## src/rtl/core/assert_macros.svh

```systemverilog
// Assertion macros shared by the block pool allocator RTL.
// No dependencies; included by the modules that carry assertions.
`ifndef ASSERT_MACROS_SVH
`define ASSERT_MACROS_SVH

// Property checked on every rising edge while out of reset.
`define FBPA_ASSERT(lbl, clk, rstn, prop, msg) \
  lbl: assert property (@(posedge clk) disable iff (!rstn) (prop)) else $error(msg);

// Same-cycle implication checked while out of reset.
`define FBPA_ASSERT_IMPL(lbl, clk, rstn, ante, cons, msg) \
  lbl: assert property (@(posedge clk) disable iff (!rstn) (ante) |-> (cons)) else $error(msg);

`endif

```

## src/rtl/core/fbpa_pkg.sv

```systemverilog
// Types, constants and codes of the fixed block pool allocator.
// No dependencies; imported by the allocator and divider modules.
package fbpa_pkg;

  localparam int unsigned ADDR_W         = 32;
  localparam int unsigned SIZE_W         = 16;
  localparam int unsigned CNT_W          = 9;
  localparam int unsigned CNT_MAX        = (2 ** CNT_W) - 1;
  localparam int unsigned IDX_OUT_W      = 8;
  localparam int unsigned ALIGN_BITS     = 3;
  localparam int unsigned STRIDE_W       = SIZE_W + 1 - ALIGN_BITS;
  localparam int unsigned DVD_W          = ADDR_W - ALIGN_BITS;
  localparam int unsigned CFG_IDX_W      = 2;
  localparam int unsigned CFG_DATA_W     = 32;
  localparam int unsigned MAX_BLOCKS_DEF = 256;

  localparam logic [SIZE_W-1:0] SIZE_MIN  = SIZE_W'(8);
  localparam logic [SIZE_W:0]   ROUND_ADD = (SIZE_W + 1)'(7);

  localparam logic [CFG_IDX_W-1:0] REG_BASE  = CFG_IDX_W'(0);
  localparam logic [CFG_IDX_W-1:0] REG_SIZE  = CFG_IDX_W'(1);
  localparam logic [CFG_IDX_W-1:0] REG_COUNT = CFG_IDX_W'(2);

  localparam logic [ADDR_W-1:0] BASE_RST  = '0;
  localparam logic [SIZE_W-1:0] SIZE_RST  = SIZE_W'(8);
  localparam logic [CNT_W-1:0]  COUNT_RST = CNT_W'(256);

  typedef enum logic [0:0] {
    OP_ALLOC = 1'b0,
    OP_FREE  = 1'b1
  } op_t;

  typedef enum logic [1:0] {
    STATUS_OK        = 2'd0,
    STATUS_EXHAUSTED = 2'd1,
    STATUS_INVALID   = 2'd2,
    STATUS_DOUBLE    = 2'd3
  } status_t;

  typedef enum logic [2:0] {
    ST_CLEAR,
    ST_IDLE,
    ST_ALLOC,
    ST_ADDR,
    ST_DIV,
    ST_FCHK,
    ST_DONE
  } state_t;

  typedef struct packed {
    op_t               op;
    logic [ADDR_W-1:0] address;
  } fbpa_in_t;

  typedef struct packed {
    status_t              status;
    logic [ADDR_W-1:0]    block_address;
    logic [IDX_OUT_W-1:0] block_index;
    logic [CNT_W-1:0]     blocks_free;
  } fbpa_out_t;

  typedef struct packed {
    logic                start;
    logic [DVD_W-1:0]    dividend;
    logic [STRIDE_W-1:0] divisor;
  } div_req_t;

  typedef struct packed {
    logic                done;
    logic [DVD_W-1:0]    quo;
    logic [STRIDE_W-1:0] rem;
  } div_rsp_t;

endpackage

```

## src/rtl/core/fixed_block_pool_allocator.sv

```systemverilog
// Channel  Dir  Handshake              Payload
// in_      in   in_valid / in_stall    fbpa_in_t  (op, address)
// out_     out  out_valid / out_stall  fbpa_out_t (status, address, index, blocks_free)
// cfg_     in   cfg_we                 cfg_index, cfg_wdata
// Allocate: pop the head entry, form the block address, then load the output register.
// Free: index from the 29-bit divider (1 bit/cycle), then the mark check; out of range or not a
//   stride multiple: no mark check. Exhausted, zero, below base or unaligned: straight to output.
// After reset and each base, size or count write the link RAM is swept (MAX_BLOCKS entries), in_stall high.
// A finished result waits in the output register; the next request is taken meanwhile,
//   and its result holds in_stall high until the output register frees.
// Depends on fbpa_pkg, fbpa_ram, fbpa_div and assert_macros.svh.
`include "assert_macros.svh"

module fixed_block_pool_allocator #(
  parameter int unsigned MAX_BLOCKS = fbpa_pkg::MAX_BLOCKS_DEF
) (
  input  logic                                clk,
  input  logic                                rst_n,
  input  logic                                in_valid,
  output logic                                in_stall,
  input  fbpa_pkg::fbpa_in_t                  in_data,
  output logic                                out_valid,
  input  logic                                out_stall,
  output fbpa_pkg::fbpa_out_t                 out_data,
  input  logic                                cfg_we,
  input  logic [fbpa_pkg::CFG_IDX_W-1:0]      cfg_index,
  input  logic [fbpa_pkg::CFG_DATA_W-1:0]     cfg_wdata
);
  import fbpa_pkg::*;

  localparam int unsigned IDX_W  = (MAX_BLOCKS > 1) ? $clog2(MAX_BLOCKS) : 1;
  localparam int unsigned LINK_W = $clog2(MAX_BLOCKS + 1);
  localparam int unsigned MEM_W  = LINK_W + 1;
  localparam int unsigned PROD_W = IDX_W + STRIDE_W;
  localparam int unsigned CW     = (LINK_W > CNT_W) ? LINK_W : CNT_W;
  localparam int unsigned CAP    = (MAX_BLOCKS < CNT_MAX) ? MAX_BLOCKS : CNT_MAX;
  localparam logic [CNT_W-1:0]  CAP_C  = CNT_W'(CAP);
  localparam logic [LINK_W-1:0] LAST_C = LINK_W'(MAX_BLOCKS - 1);

  state_t                state_r, state_nxt;
  logic [LINK_W-1:0]     head_r, head_nxt;
  logic [CNT_W-1:0]      total_r, total_nxt;
  logic [LINK_W-1:0]     clr_cnt_r, clr_cnt_nxt;
  logic [PROD_W-1:0]     prod_r, prod_nxt;
  logic [IDX_W-1:0]      fidx_r, fidx_nxt;
  status_t               res_status_r, res_status_nxt;
  logic [ADDR_W-1:0]     res_addr_r, res_addr_nxt;
  logic [IDX_OUT_W-1:0]  res_idx_r, res_idx_nxt;
  logic                  out_valid_r, out_valid_nxt;
  fbpa_out_t             out_r, out_nxt;
  logic [ADDR_W-1:0]     base_r;
  logic [SIZE_W-1:0]     size_r;
  logic [CNT_W-1:0]      count_r;

  logic                  ram_we;
  logic [IDX_W-1:0]      ram_waddr;
  logic [MEM_W-1:0]      ram_wdata;
  logic [IDX_W-1:0]      ram_raddr;
  logic [MEM_W-1:0]      ram_rdata;

  div_req_t              div_req;
  div_rsp_t              div_rsp;

  logic [CNT_W-1:0]      n_eff;
  logic [CNT_W-1:0]      free_cnt;
  logic [SIZE_W-1:0]     size_eff;
  logic [SIZE_W:0]       size_round;
  logic [STRIDE_W-1:0]   stride8;
  logic [ADDR_W-1:0]     addr_off;
  logic                  fast_bad;
  logic                  head_empty;
  logic                  q_bad;
  logic                  out_free;
  logic                  cfg_hit;
  logic [IDX_W-1:0]      head_idx;
  logic                  in_fchk;
  logic                  in_div;
  logic                  err_out;
  logic                  err_clean;

  fbpa_ram #(
    .DEPTH (MAX_BLOCKS),
    .WIDTH (MEM_W),
    .AW    (IDX_W)
  ) u_ram (
    .clk   (clk),
    .we    (ram_we),
    .waddr (ram_waddr),
    .wdata (ram_wdata),
    .raddr (ram_raddr),
    .rdata (ram_rdata)
  );

  fbpa_div u_div (
    .clk   (clk),
    .rst_n (rst_n),
    .req   (div_req),
    .rsp   (div_rsp)
  );

  always_comb begin
    n_eff      = (count_r > CAP_C) ? CAP_C : count_r;
    free_cnt   = (total_r >= n_eff) ? '0 : n_eff - total_r;
    size_eff   = (size_r < SIZE_MIN) ? SIZE_MIN : size_r;
    size_round = {1'b0, size_eff} + ROUND_ADD;
    stride8    = size_round[SIZE_W:ALIGN_BITS];
    addr_off   = in_data.address - base_r;
    fast_bad   = (in_data.address == '0) || (in_data.address < base_r) ||
                 (addr_off[ALIGN_BITS-1:0] != '0);
    head_empty = CW'(head_r) >= CW'(n_eff);
    head_idx   = head_r[IDX_W-1:0];
    q_bad      = (div_rsp.rem != '0) || (div_rsp.quo >= DVD_W'(n_eff));
    out_free   = !out_valid_r || !out_stall;
    cfg_hit    = cfg_we && ((cfg_index == REG_BASE) || (cfg_index == REG_SIZE) ||
                            (cfg_index == REG_COUNT));
    in_stall   = (state_r != ST_IDLE);
    in_fchk    = (state_r == ST_FCHK);
    in_div     = (state_r == ST_DIV);
    err_out    = out_valid_r && (out_r.status != STATUS_OK);
    err_clean  = (out_r.block_index == '0) && (out_r.block_address == '0);
  end

  always_comb begin
    state_nxt        = state_r;
    head_nxt         = head_r;
    total_nxt        = total_r;
    clr_cnt_nxt      = clr_cnt_r;
    prod_nxt         = prod_r;
    fidx_nxt         = fidx_r;
    res_status_nxt   = res_status_r;
    res_addr_nxt     = res_addr_r;
    res_idx_nxt      = res_idx_r;
    out_valid_nxt    = out_valid_r && out_stall;
    out_nxt          = out_r;
    ram_we           = 1'b0;
    ram_waddr        = head_idx;
    ram_wdata        = '0;
    ram_raddr        = head_idx;
    div_req.start    = 1'b0;
    div_req.dividend = addr_off[ADDR_W-1:ALIGN_BITS];
    div_req.divisor  = stride8;

    unique case (state_r)
      ST_CLEAR: begin
        ram_we    = 1'b1;
        ram_waddr = clr_cnt_r[IDX_W-1:0];
        ram_wdata = {1'b0, clr_cnt_r + LINK_W'(1)};
        if (clr_cnt_r == LAST_C) begin
          state_nxt = ST_IDLE;
        end else begin
          clr_cnt_nxt = clr_cnt_r + LINK_W'(1);
        end
      end
      ST_IDLE: begin
        if (in_valid) begin
          if (in_data.op == OP_ALLOC) begin
            if (head_empty) begin
              res_status_nxt = STATUS_EXHAUSTED;
              res_addr_nxt   = '0;
              res_idx_nxt    = '0;
              state_nxt      = ST_DONE;
            end else begin
              state_nxt = ST_ALLOC;
            end
          end else if (fast_bad) begin
            res_status_nxt = STATUS_INVALID;
            res_addr_nxt   = '0;
            res_idx_nxt    = '0;
            state_nxt      = ST_DONE;
          end else begin
            div_req.start = 1'b1;
            state_nxt     = ST_DIV;
          end
        end
      end
      ST_ALLOC: begin
        // pop: mark head allocated, follow its link
        ram_we    = 1'b1;
        ram_waddr = head_idx;
        ram_wdata = {1'b1, ram_rdata[LINK_W-1:0]};
        head_nxt  = ram_rdata[LINK_W-1:0];
        total_nxt = total_r + CNT_W'(1);
        prod_nxt  = {{STRIDE_W{1'b0}}, head_idx} * {{IDX_W{1'b0}}, stride8};
        fidx_nxt  = head_idx;
        state_nxt = ST_ADDR;
      end
      ST_ADDR: begin
        res_status_nxt = STATUS_OK;
        res_addr_nxt   = base_r + ADDR_W'({prod_r, {ALIGN_BITS{1'b0}}});
        res_idx_nxt    = IDX_OUT_W'(fidx_r);
        state_nxt      = ST_DONE;
      end
      ST_DIV: begin
        ram_raddr = div_rsp.quo[IDX_W-1:0];
        if (div_rsp.done) begin
          if (q_bad) begin
            res_status_nxt = STATUS_INVALID;
            res_addr_nxt   = '0;
            res_idx_nxt    = '0;
            state_nxt      = ST_DONE;
          end else begin
            fidx_nxt  = div_rsp.quo[IDX_W-1:0];
            state_nxt = ST_FCHK;
          end
        end
      end
      ST_FCHK: begin
        res_addr_nxt = '0;
        if (!ram_rdata[LINK_W]) begin
          res_status_nxt = STATUS_DOUBLE;
          res_idx_nxt    = '0;
        end else begin
          // push: block links to old head
          ram_we         = 1'b1;
          ram_waddr      = fidx_r;
          ram_wdata      = {1'b0, head_r};
          head_nxt       = LINK_W'(fidx_r);
          total_nxt      = (total_r != '0) ? total_r - CNT_W'(1) : total_r;
          res_status_nxt = STATUS_OK;
          res_idx_nxt    = IDX_OUT_W'(fidx_r);
        end
        state_nxt = ST_DONE;
      end
      ST_DONE: begin
        if (out_free) begin
          out_nxt.status        = res_status_r;
          out_nxt.block_address = res_addr_r;
          out_nxt.block_index   = res_idx_r;
          out_nxt.blocks_free   = free_cnt;
          out_valid_nxt         = 1'b1;
          state_nxt             = ST_IDLE;
        end
      end
      default: begin
        state_nxt = ST_CLEAR;
      end
    endcase

    if (cfg_hit) begin
      state_nxt   = ST_CLEAR;
      clr_cnt_nxt = '0;
      head_nxt    = '0;
      total_nxt   = '0;
    end
  end

  always_ff @(posedge clk) begin
    if (!rst_n) begin
      state_r     <= ST_CLEAR;
      head_r      <= '0;
      total_r     <= '0;
      clr_cnt_r   <= '0;
      out_valid_r <= 1'b0;
      base_r      <= BASE_RST;
      size_r      <= SIZE_RST;
      count_r     <= COUNT_RST;
    end else begin
      state_r     <= state_nxt;
      head_r      <= head_nxt;
      total_r     <= total_nxt;
      clr_cnt_r   <= clr_cnt_nxt;
      out_valid_r <= out_valid_nxt;
      if (cfg_we) begin
        priority case (cfg_index)
          REG_BASE:  base_r  <= cfg_wdata[ADDR_W-1:0];
          REG_SIZE:  size_r  <= cfg_wdata[SIZE_W-1:0];
          REG_COUNT: count_r <= cfg_wdata[CNT_W-1:0];
          default:   ;
        endcase
      end
    end
  end

  always_ff @(posedge clk) begin
    prod_r       <= prod_nxt;
    fidx_r       <= fidx_nxt;
    res_status_r <= res_status_nxt;
    res_addr_r   <= res_addr_nxt;
    res_idx_r    <= res_idx_nxt;
    out_r        <= out_nxt;
  end

  assign out_valid = out_valid_r;
  assign out_data  = out_r;

  `FBPA_ASSERT(a_total_le_count, clk, rst_n, total_r <= n_eff, "allocated total above count")
  `FBPA_ASSERT_IMPL(a_fchk_after_div, clk, rst_n, in_fchk, $past(in_div), "mark check w/o read")
  `FBPA_ASSERT_IMPL(a_err_zero_fields, clk, rst_n, err_out, err_clean, "error result fields")

endmodule

```

## src/rtl/core/fbpa_ram.sv

```systemverilog
// Single-port-write, single-port-read synchronous RAM, registered read data.
// Depends on nothing; holds the free-list links and allocated marks.
module fbpa_ram #(
  parameter int unsigned DEPTH = 256,
  parameter int unsigned WIDTH = 10,
  parameter int unsigned AW    = (DEPTH > 1) ? $clog2(DEPTH) : 1
) (
  input  logic             clk,
  input  logic             we,
  input  logic [AW-1:0]    waddr,
  input  logic [WIDTH-1:0] wdata,
  input  logic [AW-1:0]    raddr,
  output logic [WIDTH-1:0] rdata
);

  logic [WIDTH-1:0] mem_r [DEPTH];

  always_ff @(posedge clk) begin
    if (we) begin
      mem_r[waddr] <= wdata;
    end
  end

  always_ff @(posedge clk) begin
    rdata <= mem_r[raddr];
  end

endmodule

```

## src/rtl/core/fbpa_div.sv

```systemverilog
// Restoring divider, one quotient bit per cycle, for offset over stride.
// Depends on fbpa_pkg and assert_macros.svh.
`include "assert_macros.svh"

module fbpa_div (
  input  logic               clk,
  input  logic               rst_n,
  input  fbpa_pkg::div_req_t req,
  output fbpa_pkg::div_rsp_t rsp
);
  import fbpa_pkg::*;

  localparam int unsigned CNT_DW = $clog2(DVD_W + 1);

  logic                busy_r, busy_nxt;
  logic [CNT_DW-1:0]   cnt_r, cnt_nxt;
  logic [DVD_W-1:0]    quo_r, quo_nxt;
  logic [STRIDE_W-1:0] rem_r, rem_nxt;
  logic [STRIDE_W-1:0] dvs_r, dvs_nxt;
  logic [STRIDE_W:0]   trial;
  logic [STRIDE_W:0]   diff;

  always_comb begin
    trial    = {rem_r, quo_r[DVD_W-1]};
    diff     = trial - {1'b0, dvs_r};
    busy_nxt = busy_r;
    cnt_nxt  = cnt_r;
    quo_nxt  = quo_r;
    rem_nxt  = rem_r;
    dvs_nxt  = dvs_r;
    if (req.start) begin
      busy_nxt = 1'b1;
      cnt_nxt  = CNT_DW'(DVD_W);
      quo_nxt  = req.dividend;
      rem_nxt  = '0;
      dvs_nxt  = req.divisor;
    end else if (busy_r) begin
      if (cnt_r != '0) begin
        if (trial >= {1'b0, dvs_r}) begin
          rem_nxt = diff[STRIDE_W-1:0];
          quo_nxt = {quo_r[DVD_W-2:0], 1'b1};
        end else begin
          rem_nxt = trial[STRIDE_W-1:0];
          quo_nxt = {quo_r[DVD_W-2:0], 1'b0};
        end
        cnt_nxt = cnt_r - CNT_DW'(1);
      end else begin
        busy_nxt = 1'b0;
      end
    end
  end

  always_ff @(posedge clk) begin
    if (!rst_n) begin
      busy_r <= 1'b0;
      cnt_r  <= '0;
    end else begin
      busy_r <= busy_nxt;
      cnt_r  <= cnt_nxt;
    end
  end

  always_ff @(posedge clk) begin
    quo_r <= quo_nxt;
    rem_r <= rem_nxt;
    dvs_r <= dvs_nxt;
  end

  assign rsp.done = busy_r && (cnt_r == '0);
  assign rsp.quo  = quo_r;
  assign rsp.rem  = rem_r;

  `FBPA_ASSERT_IMPL(a_start_when_free, clk, rst_n, req.start, !busy_r, "divider restarted")
  `FBPA_ASSERT_IMPL(a_rem_below_dvs, clk, rst_n, busy_r, rem_r < dvs_r, "partial remainder")
  `FBPA_ASSERT(a_cnt_range, clk, rst_n, cnt_r <= CNT_DW'(DVD_W), "divider count range")

endmodule

```

## config.mk

```make
export PLATFORM = sky130hd
export DESIGN_NAME = fixed_block_pool_allocator
export DESIGN_NICKNAME = d
export VERILOG_FILES = /design/src/rtl/core/fbpa_pkg.sv /design/src/rtl/core/fixed_block_pool_allocator.sv /design/src/rtl/core/fbpa_ram.sv /design/src/rtl/core/fbpa_div.sv
export VERILOG_INCLUDE_DIRS = /design/src /design/src/rtl/core
export SDC_FILE = /design/constraint.sdc
export NUM_CORES = 2
export LEC_CHECK = 0
export BUFFER_PORTS_ARGS = -buffer_cell sky130_fd_sc_hd__buf_2
export CAP_MARGIN = 20
export CORE_UTILIZATION = 57
export DETAILED_ROUTE_END_ITERATION = 10
export PLACE_DENSITY = 0.76
export SYNTH_ARGS = -nofsm -noshare
export SYNTH_HDL_FRONTEND = slang
export SYNTH_HIERARCHICAL = 1
export SYNTH_SLANG_ARGS = --single-unit
```

## constraint.sdc

```tcl
create_clock -name clk -period 12.18 [get_ports clk]
set_input_delay 0.609 -clock clk [delete_from_list [all_inputs] [get_ports clk]]
set_output_delay 0.609 -clock clk [all_outputs]
set_load 0.005 [all_outputs]
```

# Word-level counts from Yosys, hierarchy flattened
# Memories as Yosys holds them, arrays and structs flattened. A register that Yosys moved wholly into a read port is not among the register bits.
# Cells that the tools add are included.
# classes
addsub,9
mul,1
n_lt_le_gt_ge,7
eq_ne,20
n_mux,68
bitwise_logic,2
n_reduce_logical,40
# op_table
cell,count
32-bit 2-to-1 mux,6
32-bit case mux with 4 select lines,1
8-bit 2-to-1 mux,11
29-bit 2-to-1 mux,3
9-bit 2-to-1 mux,5
9-bit case mux with 2 select lines,2
32-bit by 25-bit adder with 32-bit output,1
32-bit zero test,1
32-bit less-than comparator,1
8-bit case mux with 2 select lines,2
8-bit case mux with 4 select lines,1
32-bit subtractor,1
10-bit case mux with 3 select lines,1
29-bit by 9-bit >= comparator with 1-bit output,1
8-bit by 14-bit multiplier with 22-bit output,1
"9-bit by 1-bit adder with 9-bit output, second input constant",2
9-bit >= comparator,2
2-bit 2-to-1 mux,9
3-bit 2-to-1 mux,6
3-bit case mux with 6 select lines,1
"16-bit by 3-bit adder with 17-bit output, second input constant",1
"16-bit by 4-bit less-than comparator with 1-bit output, second input constant",1
16-bit 2-to-1 mux,1
2-bit AND reduction,8
other kinds (38),78
# word_totals
regBits,274
ram_bits,2560
output_inout_bits,53
elab_cells,171
n_memories,1
# memory_table
memory,depth,word_bits,rd,rd_ports_with_merged_regs,wr,line,rtl
u_ram.mem_r,256,10,1,1,1,fbpa_ram.sv:16,logic [WIDTH-1:0] mem_r [DEPTH];

# Longest topological paths before layout
# logic_depth
word_depth,9
depth_mapped,24

# By module
# The synthesis kept the hierarchy.
# modules_own_cells
mod,n_inst,cells_each,area_each_um2,seq_area_each_um2
fbpa_ram,1,4642,99253.9,77073.9
fixed_block_pool_allocator,1,1695,15663.8,5455.2
fbpa_div,1,289,3268.1,1691.6

# Worst setup path after synthesis
# OpenSTA, ideal clock, no wires.
# synth_timing
kind,register to register
start,register state_r[1]
end,memory u_ram.mem_r[0][9] (data pin)
setup_time_ns,2.217
arrival_ns,11.149
setup_slack_ns,-1.186
stages_incl_launch_ff,4
path_buffers,2
synth_period_minus_slack_ns,13.366
cell_sequence,dfxtp_1 clkbuf_1 clkbuf_1 nor3b_1
# synth_via
elab_chain_cells,2
# synth_lines
element,line,rtl
from (decl),fixed_block_pool_allocator.sv:40,"state_t state_r, state_nxt;"
from (signal assigned),fixed_block_pool_allocator.sv:258,state_r <= state_nxt;
"3-bit equality test, or another cell as far along",fixed_block_pool_allocator.sv:143,unique case (state_r)
10-bit case mux with 3 select lines (*),fixed_block_pool_allocator.sv:143,
named net ram_wdata[9],fixed_block_pool_allocator.sv:57,logic [MEM_W-1:0] ram_wdata;
to (decl),fbpa_ram.sv:16,
# Mark *: on every way through the listed nets, which the timed path passes. The rest lies on a longest branch.

# Worst setup path in the final report
# layout_timing
start,register state_r[2]
end,register u_ram.rdata[9] (read register of u_ram.mem_r)
# layout_via
elab_chain_cells,2
# layout_lines
element,line,rtl
3-bit equality test,fixed_block_pool_allocator.sv:143,
8-bit 2-to-1 mux,fixed_block_pool_allocator.sv:143,
to (decl),fbpa_ram.sv:13,output logic [WIDTH-1:0] rdata
# Every way passes these cells.
# A chain may end at the register's enable or synchronous reset.

==> impl_results.md <==
- Status: completed
- DR top layer: met5
- Internal Power: between 15 and 20 mW
- Syn. warnings: 6
- PwrDens: 150 nW/um^2
- Core area: 205000 um^2
- RD Place Congestion: about 0.92
- Synth Flop Type: edfxtp_1
- Crit Path Category: reg -> reg
- Yosys cell types: 91
- Critical Path RT: 12.94 ns
- Vias in the first global route: about 65000
- WL per Instance: between 30 and 40 um
- Final Hold Fails: 0
- Fin crit share: 0.655
- Power share of the clock group: 0.445
- Commonest non-fill, non-tap cell in the layout: edfxtp_1
- FF+latch count, synth: 2844
- Rows: 166
- Switching pwr: 3.90 mW
- CTS sink cnt: approximately 2800
- I/O pins: 125
- Met2 WL post-DR: 140 mm
- PortBufs: 124
- Die height: 457 um
- Total Routing Usage GR: 0.288
- Met3 Wirelength: between 30 and 40 mm
- Initial Util: 0.575
- Sw Ratio: 0.197
- Iteration-0 DRC Markers: just over 9000
- Worst Path Max Fanout: 116
- HPWL after detailed placement: 181 mm
- Router iterations before antenna repair: 9
- Worst-margin pin slew: 1.38 ns
- Initial antenna violation count: 7
- Fin. max-slew vios: 0
- DRC Markers: 0
- Startpoint class of the critical path: register
- CTS HTree Levels: 5
- Comb power frac: 0.016
- Mean area per synthesized cell: approximately 18 um^2
- PostCTS Resize Cnt: 0
- Register area: roughly 84000 um^2
- Syn nets: between 6000 and 7000
- Final net count: a little over 7000
- Die area: 209000 um^2
- WHS Path Cells: 3
- Unrepaired setup endpoints after global routing: false
- Met1 wire length: 110 mm
- Final WS setup: around 4.2 ns
- Grt ovf: 0
- Most frequent cells in the layout: edfxtp_1, mux4_2, nor2_1
- Fmax: 0.125 GHz
- Global-route wire length before repair: 440 mm
- FF-to-FF path depth: 12
- CP Data Arrival Time: 8.73 ns
- Clock Path Buffers: 4
- Number of enable flip-flop cells after synthesis: 2726
- Place WS: 4.67 ns
- Lkg Pwr: 41.7 nW
- Reg clk slew, reported paths: 0.06 ns
- Area occupied by multi-input gates: 31400 um^2
- Die X: 457 um
- Via count: 65600
- # fillers: 13400
- Worst VDD drop: between 0.1 and 0.15 mV
- Vias per cell: ~6.7
- Finish-stage setup viols: 0
- Max_cap viols: 0
- Pin count of the biggest net entering global routing: ~260
- Final antenna-violating net count: 0
- Part of the power in registers: 0.539
- Cells after Synth: 6626
- Area growth from synthesis to layout: 11.2%
- Final min period: approximately 8.0 ns
- Min-Delay Path Class: in -> reg
- CTS Buf Count: approximately 300
- Final design utilization: 0.640
- Clock root cell: clkbuf_16
- Post-Route WL: 302 mm
- Share of layout cells above drive strength 1: 0.185
- CTS tree: built
- Worst slew margin: 0.0788
- Clock Skew: 0.0785 ns
- Mapped cell area: 118000 um^2
- Post-synth ARST share: 0
- CP endpoint kind: register
- Worst skew pair latency: 0.94 ns
- Post-synthesis sequential area ratio: 0.713
[critical path, cell delays in order (launching register included)]
cell and delay [ns]:
dfxtp_1 0.76, nand2b_1 0.24, nor2_1 0.78, mux2_8 0.59
buf_12 0.53, buf_4 0.72, buf_4 0.69, mux4_1 0.43
a22o_1 0.27, a221oi_1 1.04, o32ai_1 0.39, nor3_1 1.00
nor4_1 0.15
[final cells by class]
cell class,count,share of cell area
diodes,4,0.0000762
clock buffers,356,0.0595
clock inverters,150,0.0112
inverters,194,0.00566
multi-input cells,3234,0.239
flip-flops and latches,2844,0.641
well taps,2688,0.0256
repair buffers,322,0.0184
[layer usage]
| layer | track usage | vias to the layer above |
|---|---|---|
| li1 | - | 27000 |
| met1 | 0.391 | 33300 |
| met2 | 0.445 | 4467 |
| met3 | 0.0737 | 817 |
| met4 | 0.126 | 6 |
| met5 | 0 | - |
[registers in the layout, indices dropped and copies added, names as in the netlist, 2 cells and up]
register      flops
base_r           32
total_r           9
u_ram/mem_r    2560
state_r           3
count_r           9
size_r           16
res_addr_r       32
res_idx_r         8
u_div/quo_r      29
u_div/dvs_r      14
u_div/cnt_r       5
prod_r           22
head_r            9
clr_cnt_r         9
out_data         51
u_div/rem_r      14
res_status_r      2
fidx_r            8
u_ram/rdata      10
[worst paths after layout]
| check | from | end | slack, ns |
|---|---|---|---|
| min | cfg_wdata[0] | base_r[0] | 0.06 |
| max | state_r[2] | u_ram/rdata[9] | 4.20 |
| max reg2reg | state_r[2] | u_ram/rdata[9] | 4.20 |
| min reg2reg | res_addr_r[31] | out_data[48] | 0.41 |
[power groups by stage]
stage	clock network, mW	logic, mW	registers, mW
2_1_floorplan	0	0.176	10.9
3_3_place_gp	0	0.287	10.9
3_5_place_dp	0	0.304	10.9
4_1_cts	8.87	0.311	10.7
5_1_grt	9.22	0.340	10.7
6_report	8.79	0.318	10.7
[metrics by stage]
stage          setup TNS [ns]  std cells  area, um^2  hold slack [ns]  power [mW]
2_1_floorplan        -1006.92       6626      118000            0.400        11.1
6_report                    0       9792      131000           0.0577        19.8
3_3_place_gp                0       9212      121000            0.401        11.2
4_1_cts                     0       9765      131000          0.00340        19.8
3_5_place_dp                0       9236      122000            0.405        11.2
5_1_grt                     0       9789      131000           0.0448        20.2
[synth_stat cells (36+ instances only)]
library cell | count | area, um^2
fa_1 | 77 | 1540
inv_1 | 190 | 713
o22ai_1 | 62 | 388
edfxtp_1 | 2726 | 81900
xnor2_1 | 71 | 622
mux2i_1 | 220 | 2200
mux2_2 | 36 | 405
a21oi_1 | 205 | 1030
mux4_1 | 41 | 1080
a22oi_1 | 196 | 1470
mux4_2 | 495 | 11100
xor2_1 | 37 | 324
nor2_1 | 426 | 1600
and2_1 | 60 | 375
dfxtp_1 | 118 | 2360
ha_1 | 148 | 1850
nor3_1 | 63 | 315
nand3_1 | 59 | 295
nand2_1 | 280 | 1050
o21ai_0 | 75 | 375
nor4_1 | 53 | 332
a21boi_0 | 55 | 413
buf_2 | 49 | 245
nor2b_1 | 108 | 676
clkbuf_1 | 196 | 736
o221ai_1 | 43 | 377
[logic make-up (layout without fill, tap and decap cells)]
family	after synthesis	after routing	synth area share
muxes	792	792	0.126
adders and majority gates	225	225	0.0287
and+or+nand+nor	1194	1194	0.0476
other	0	4	0
AOI/OAI and AO/OA	915	915	0.0534
xor gates and xnor gates	108	108	0.00800
DFF	2844	2844	0.713
buffers and inverters	548	1022	0.0241
[what timing repair did]
action | in CTS | in global routing
hold buffers | 23 | 0
buffers inserted | 0 | 0
endpoints found under the hold margin | 28 | 0
Power figures use the tool's default switching activity.
